==> config.mk <==
export PLATFORM = sky130hd
export DESIGN_NAME = lzbom_div
export DESIGN_NICKNAME = d
export VERILOG_FILES = /design/src/hdl/lidar_zone_break_obstruction_monitor_macros.svh /design/src/hdl/lzbom_div.sv
export SDC_FILE = /design/constraint.sdc
export NUM_CORES = 1
export LEC_CHECK = 0
export ABC_AREA = 1
export ABC_CLOCK_PERIOD_IN_PS = 3300
export BUFFER_PORTS_ARGS = -buffer_cell sky130_fd_sc_hd__buf_2
export CAP_MARGIN = 20
export CELL_PAD_IN_SITES_DETAIL_PLACEMENT = 0
export CELL_PAD_IN_SITES_GLOBAL_PLACEMENT = 1
export CORE_MARGIN = 1
export CORE_UTILIZATION = 39
export DETAILED_ROUTE_END_ITERATION = 8
export HOLD_SLACK_MARGIN = 0.12
export PLACE_DENSITY = 0.88
export SLEW_MARGIN = 20
export SYNTH_ARGS = -nofsm -noshare
export SYNTH_HDL_FRONTEND = slang
export SYNTH_SLANG_ARGS = --single-unit
==> constraint.sdc <==
create_clock -name clock -period 3.3 [get_ports clock]
set_input_delay 0 -clock clock [delete_from_list [all_inputs] [get_ports clock]]
set_output_delay 0 -clock clock [all_outputs]
set_load 0.005 [all_outputs]
==> src/hdl/lidar_zone_break_obstruction_monitor_macros.svh <==
// ----------------------------------------------------------------------------
// lidar zone monitor assertion macros
// concurrent assertion helpers clocked on clock, disabled during reset
// ----------------------------------------------------------------------------
`ifndef LIDAR_ZONE_BREAK_OBSTRUCTION_MONITOR_MACROS_SVH
`define LIDAR_ZONE_BREAK_OBSTRUCTION_MONITOR_MACROS_SVH

`ifndef NO_ASSERTIONS

// same-cycle implication
`define LZBOM_ASSERT_IMPLY(name, ante, cons, msg) \
   name: assert property (@(posedge clock) disable iff (reset) (ante) |-> (cons)) \
      else $error(msg);

// next-cycle implication
`define LZBOM_ASSERT_NEXT(name, ante, cons, msg) \
   name: assert property (@(posedge clock) disable iff (reset) (ante) |=> (cons)) \
      else $error(msg);

`else

`define LZBOM_ASSERT_IMPLY(name, ante, cons, msg)
`define LZBOM_ASSERT_NEXT(name, ante, cons, msg)

`endif

`endif

==> src/hdl/lzbom_div.sv <==
// ----------------------------------------------------------------------------
// lzbom_div
// restoring divider, one quotient bit per cycle, done pulses on the last bit
// ----------------------------------------------------------------------------
`default_nettype none

module lzbom_div #(
   parameter int DIVIDEND_W = 25,
   parameter int DIVISOR_W  = 9
) (
   input  wire logic                  clock,
   input  wire logic                  reset,
   input  wire logic                  start,
   input  wire logic [DIVIDEND_W-1:0] dividend,
   input  wire logic [DIVISOR_W-1:0]  divisor,
   output logic                       done,
   output logic [DIVIDEND_W-1:0]      quotient
);

   localparam int STEP_W = $clog2(DIVIDEND_W + 1);

   logic                  busy_ff;
   logic                  done_ff;
   logic [STEP_W-1:0]     step_ff;
   logic [DIVIDEND_W-1:0] quot_ff;
   logic [DIVISOR_W-1:0]  rem_ff;
   logic [DIVISOR_W-1:0]  dsr_ff;

   logic [DIVISOR_W:0]    trial;
   logic [DIVISOR_W:0]    diff;
   logic                  fits;

   // shift the next dividend bit into the partial remainder
   assign trial = {rem_ff, quot_ff[DIVIDEND_W-1]};
   assign diff  = trial - {1'b0, dsr_ff};
   assign fits  = trial >= {1'b0, dsr_ff};

   always_ff @(posedge clock) begin
      if (reset) begin
         busy_ff <= 1'b0;
         done_ff <= 1'b0;
         step_ff <= '0;
      end else begin
         done_ff <= 1'b0;
         if (start) begin
            busy_ff <= 1'b1;
            step_ff <= '0;
            quot_ff <= dividend;
            rem_ff  <= '0;
            dsr_ff  <= divisor;
         end else if (busy_ff) begin
            quot_ff <= {quot_ff[DIVIDEND_W-2:0], fits};
            rem_ff  <= fits ? diff[DIVISOR_W-1:0] : trial[DIVISOR_W-1:0];
            step_ff <= step_ff + 1'b1;
            if (step_ff == STEP_W'(DIVIDEND_W - 1)) begin
               busy_ff <= 1'b0;
               done_ff <= 1'b1;
            end
         end
      end
   end

   assign done     = done_ff;
   assign quotient = quot_ff;

endmodule

`default_nettype wire

# Yosys cells after proc, flatten, opt, wreduce, memory -nomap -nowiden
# Index checks and enable logic that the tools add are counted.
# totals
reg_bits	50
inputBits	37
out_inout_bits	26
elab_cells	25
# classes
n_addsub	2
n_lt_le_gt_ge	1
eq_ne	1
muxes	8
bitwise_logic	2
reduce_logical	5
# op_table
op	count
$mux W25	2
$mux W9	2
$ge A10 B9 Y1	1
$sub A9 B9 Y9	1
$add A5 B1 Y5 const B	1
$eq A5 B5 Y1 const B	1
$mux W1	4
$reduce_and A2 Y1	2
$reduce_or A3 Y1	1
$not A1 Y1	2
$reduce_bool A2 Y1	1
$reduce_or A2 Y1	1

# Logic depth before layout (Yosys ltp)
# depth
depth_word	4
depth_mapped	14
mapped_depth_nobuf	14

# Worst setup path after synthesis
# No wires, ideal clock.
# synth_timing
path_kind	in2reg
startpoint	input port start
endpoint	register quot_ff[0] (netlist: quotient[0]) (enable)
setup_ps	475
arrival_time_ps	2538
t_required_ps	2825
slack_ps	287
cell_stages	2
path_buffers	0
cell_sequence	inv_1 -> o21ai_0
# synth_via
elab_chain_cells	2
# synth_lines
element	line_no	rtl
start, declared	lzbom_div.sv:13	input wire logic start,
$reduce_bool A2 Y1 (no source line)	--	
$reduce_and A2 Y1 (no source line)	--	
end signal, assigned	lzbom_div.sv:48	quot_ff <= dividend;
end signal, assigned	lzbom_div.sv:52	quot_ff <= {quot_ff[DIVIDEND_W-2:0], fits};
end, declared	lzbom_div.sv:25	logic [DIVIDEND_W-1:0] quot_ff;
# No other way between the ends.
# A chain may end at the register's enable or synchronous reset.

# Worst setup path in the final report
# layout_timing
startpoint	register quot_ff[24] (netlist: quotient[24])
endpoint	register rem_ff[7] (data pin)
# layout_via
elab_chain_cells	3
word_cells_on_any_way	4
classes_between	add/sub (1); order compare (1); mux (2)
# layout_lines
element	line_no	rtl
$sub A9 B9 Y9 or $ge A10 B9 Y1 (tied branches)	lzbom_div.sv:35, lzbom_div.sv:36	
$mux W9 (*)	lzbom_div.sv:53	rem_ff <= fits ? diff[DIVISOR_W-1:0] : trial[DIVISOR_W-1:0];
$mux W9 (*)	lzbom_div.sv:51	end else if (busy_ff) begin
end signal, assigned	lzbom_div.sv:53	
end, declared	lzbom_div.sv:26	logic [DIVISOR_W-1:0] rem_ff;
# Every way passes the cells marked *; elsewhere a longest branch is shown, timed or not. The select of a mux whose other input is x is not followed.

==> run summary <==
Worst vdd ir: 0.277 mV
DR DRC count: 0
TritonCTS Buffers: 5
IO Port Bufs: 62
Clock transition at path regs: 0.10 ns
Vias per inst: 4.62
Gate power share: 23.6%
Max Cap Viol: 0
Die W: 83.5 um
Hold Crit Start: start
H-tree levels: 2
Reg-to-reg slack, setup: 1.14 ns
Fin. max-slew vios: 0
Area growth, synth to finish: 33.3%
Hold depth: 3
Lkg Pwr: 0.00170 uW
Most used flip-flop cell after synthesis: edfxtp_1
Syn nets: 345
Mapped Cells: 296
Setup Buffers After CTS: 0
Antenna fix cells: 0
# IOs: 63
Clk_skew: 0.00598 ns
Die H: 83.5 um
First DRT Iteration DRCs: 71
Max Clk Rate: 0.464 GHz
Largest net degree at the start of global routing: 33
WL met3: 284 um
DP Wirelength: 3940 um
Rows: 29
Post-synth EDFFs: 43
Top post-synthesis cells by area: edfxtp_1, nand2_1, inv_1, dfxtp_1, ha_1
Utilization after layout: 54.1%
CTS Buffer Depth: 2
Time the worst path needs with I/O delays and setup: 2.16 ns
Initial Util: 40.6%
Clock power frac: 26.9%
Synth unique cells: 28
Initial antenna violation count: 0
Wirelength per Cell: 11.9 um
Worst hold path type: input port to flip-flop
Sw frac: 28.3%
Setup Viol. Count Final: 0
Die Area: 6970 um^2
Total Power: 1600 uW
GRT Util Overall: 17.1%
Skew-Pair Late Insertion Delay: 0.30 ns
FILL cells: 592
Number of synthesis warnings: 0
Status: finished clean
Synth top area share: 49.8%
Placed Area: 2990 um^2
Reg power frac: 49.5%
Final nets: 445
Post-cts sizing count: 0
Detail Route Antenna Nets: 0
Switching Power: 453 uW
Critical Path Fanout Max: 13
Number of global-route vias before repair: 2087
Worst Path Arrival: 2.22 ns
Area leader, netlist: edfxtp_1
Fin. Hold Viols: 0
Highest Signal Layer: met4
Pre-CTS setup slack: 1.15 ns
CP endpoint kind: flip-flop
Drt pass-1 iters: 4
Mapped cell area: 2590 um^2
Cell count of the worst reg-to-reg path: 14
CTS tree: yes
Final WL: 5660 um
Clock sinks: 50
Layout cells sized above 1: 20.4%
Number of synthesized register bits: 50
Worst slew pin tran: 0.966 ns
Async SR Flop Fraction: 0%
Met2 Routed Length: 2680 um
Gr ovfl total: 0
Sequential element share of the synthesized area: 55.2%
FF-to-FF Start: quotient[24]$_DFFE_PP_
Final setup TNS: 0 ns
Pwr dens: 463 nW/um^2
Pint: 1150 uW
Met1 Routed Length: 2680 um
Core region area: 6390 um^2
Endpoint, Worst Hold: done$_SDFF_PP0_
CP required: 3.37 ns
Design area: 3450 um^2
Fin worst setup slack: 1.14 ns
Rel. slew slack: 35.4%
CP Launch Type: flip-flop
First-pass GRT wire length: 9590 um
Routed via count: 2191
Fin crit share: 65.3%
RSZ-0062 raised after global routing: no
Worst R2R End: rem_ff[7]$_SDFFCE_PP0P_
Routability-driven placement congestion ratio: 0.813
Syn Area/Cell: 8.75 um^2
CTS root buf: clkbuf_8
Critical path class: flip-flop to flip-flop
sequential cells by signal, summed over array words and instances (netlist names):
register and cells:
dsr_ff 9, step_ff 5, quotient 25, busy_ff 1, done 1, rem_ff 9
routing by layer:
metal / global-route usage (%) / vias to the layer above
met4: 4.01 / 0
met2: 28.9 / 65
met1: 22.8 / 985
met5: 0 / -
met3: 3.26 / 2
li1: - / 1139
layout by cell type (no fill, tap or decap), types with 2 or more instances in the layout:
cell type | Yosys | routed
o21bai_1 | 5 | 5
nand3_2 | 2 | 2
clkbuf_8 | 0 | 5
edfxtp_1 | 43 | 43
dlygate4sd3_1 | 0 | 35
inv_1 | 39 | 39
dfxtp_1 | 7 | 7
o21a_1 | 2 | 2
nor2_2 | 3 | 3
xor2_1 | 2 | 2
nor3_1 | 5 | 5
ha_1 | 11 | 11
nand4_1 | 2 | 2
nand2_1 | 122 | 122
buf_4 | 0 | 3
nor2_1 | 23 | 23
buf_2 | 1 | 62
nand3_1 | 8 | 8
a21oi_1 | 6 | 6
worst max-delay path, cell delays in order (launching register included):
cell and delay (ns):
edfxtp_1 0.42, inv_1 0.08, ha_1 0.14, inv_1 0.06, fa_1 0.39, nand2_1 0.07
nand2_1 0.08, nand3_1 0.10, nand2_1 0.07, nand2_1 0.12, nand2_4 0.12, nand2_1 0.12
nand2_1 0.06, nand2_1 0.05, inv_1 0.04
power by group through the flow:
stage	Clock (uW)	Combinational [uW]	Sequential [uW]
after floorplan	0	245	801
after global placement	0	339	806
after detailed placement	0	345	805
after CTS	441	379	792
after global routing	462	437	798
final	430	378	792
timing repair:
action / CTS / global route
hold buffers: 35 / 0
hold endpoints to repair: 35 / 0
endpoints found under the setup margin: 0 / 0
synthesized netlist by cell type, types with 2 or more instances:
cell type	number
edfxtp_1	43
nor3_1	5
nor2_2	3
nand4_1	2
o21bai_1	5
clkbuf_1	4
a21oi_1	6
nand3_2	2
inv_1	39
dfxtp_1	7
o21a_1	2
nand3_1	8
nor2_1	23
ha_1	11
nand2_1	122
xor2_1	2
worst max path at each step:
stage	from	end	slack [ns]	cells after the start
final	quotient[24]$_DFFE_PP_	rem_ff[7]$_SDFFCE_PP0P_	1.14	14
after global routing	quotient[24]$_DFFE_PP_	rem_ff[7]$_SDFFCE_PP0P_	0.97	14
after CTS	quotient[24]$_DFFE_PP_	rem_ff[7]$_SDFFCE_PP0P_	1.12	14
after detailed placement	quotient[24]$_DFFE_PP_	rem_ff[7]$_SDFFCE_PP0P_	1.15	14
after global placement	quotient[24]$_DFFE_PP_	rem_ff[7]$_SDFFCE_PP0P_	1.24	14
after floorplan	start	quotient[0]$_DFFE_PP_	0.29	2
per-stage QoR:
step	cells	hold WS, ns
final	474	0.211
after global routing	474	0.251
after CTS	474	0.209
after detailed placement	431	0.179
after global placement	431	0.180
after floorplan	296	0.0989
area by class of cell:
class	instances	area (um^2)	share of cell area, %
clock inverters	2	37.5	1.09
multi-input cells	199	982	28.4
flip-flops and latches	50	1430	41.4
inverters	40	150	4.35
well taps	77	96.3	2.79
clock buffers	6	72.6	2.10
repair buffers	100	683	19.8
kinds of logic after synthesis:
group / count (synthesis) / share of synthesized area (%)
compound gates: 14 / 3.38
simple gates: 170 / 27.0
buf+inv: 47 / 7.29
xor+xnor: 3 / 1.01
flops: 50 / 55.2
fa+ha+maj: 12 / 6.08
(Power assumes the default switching activity.)
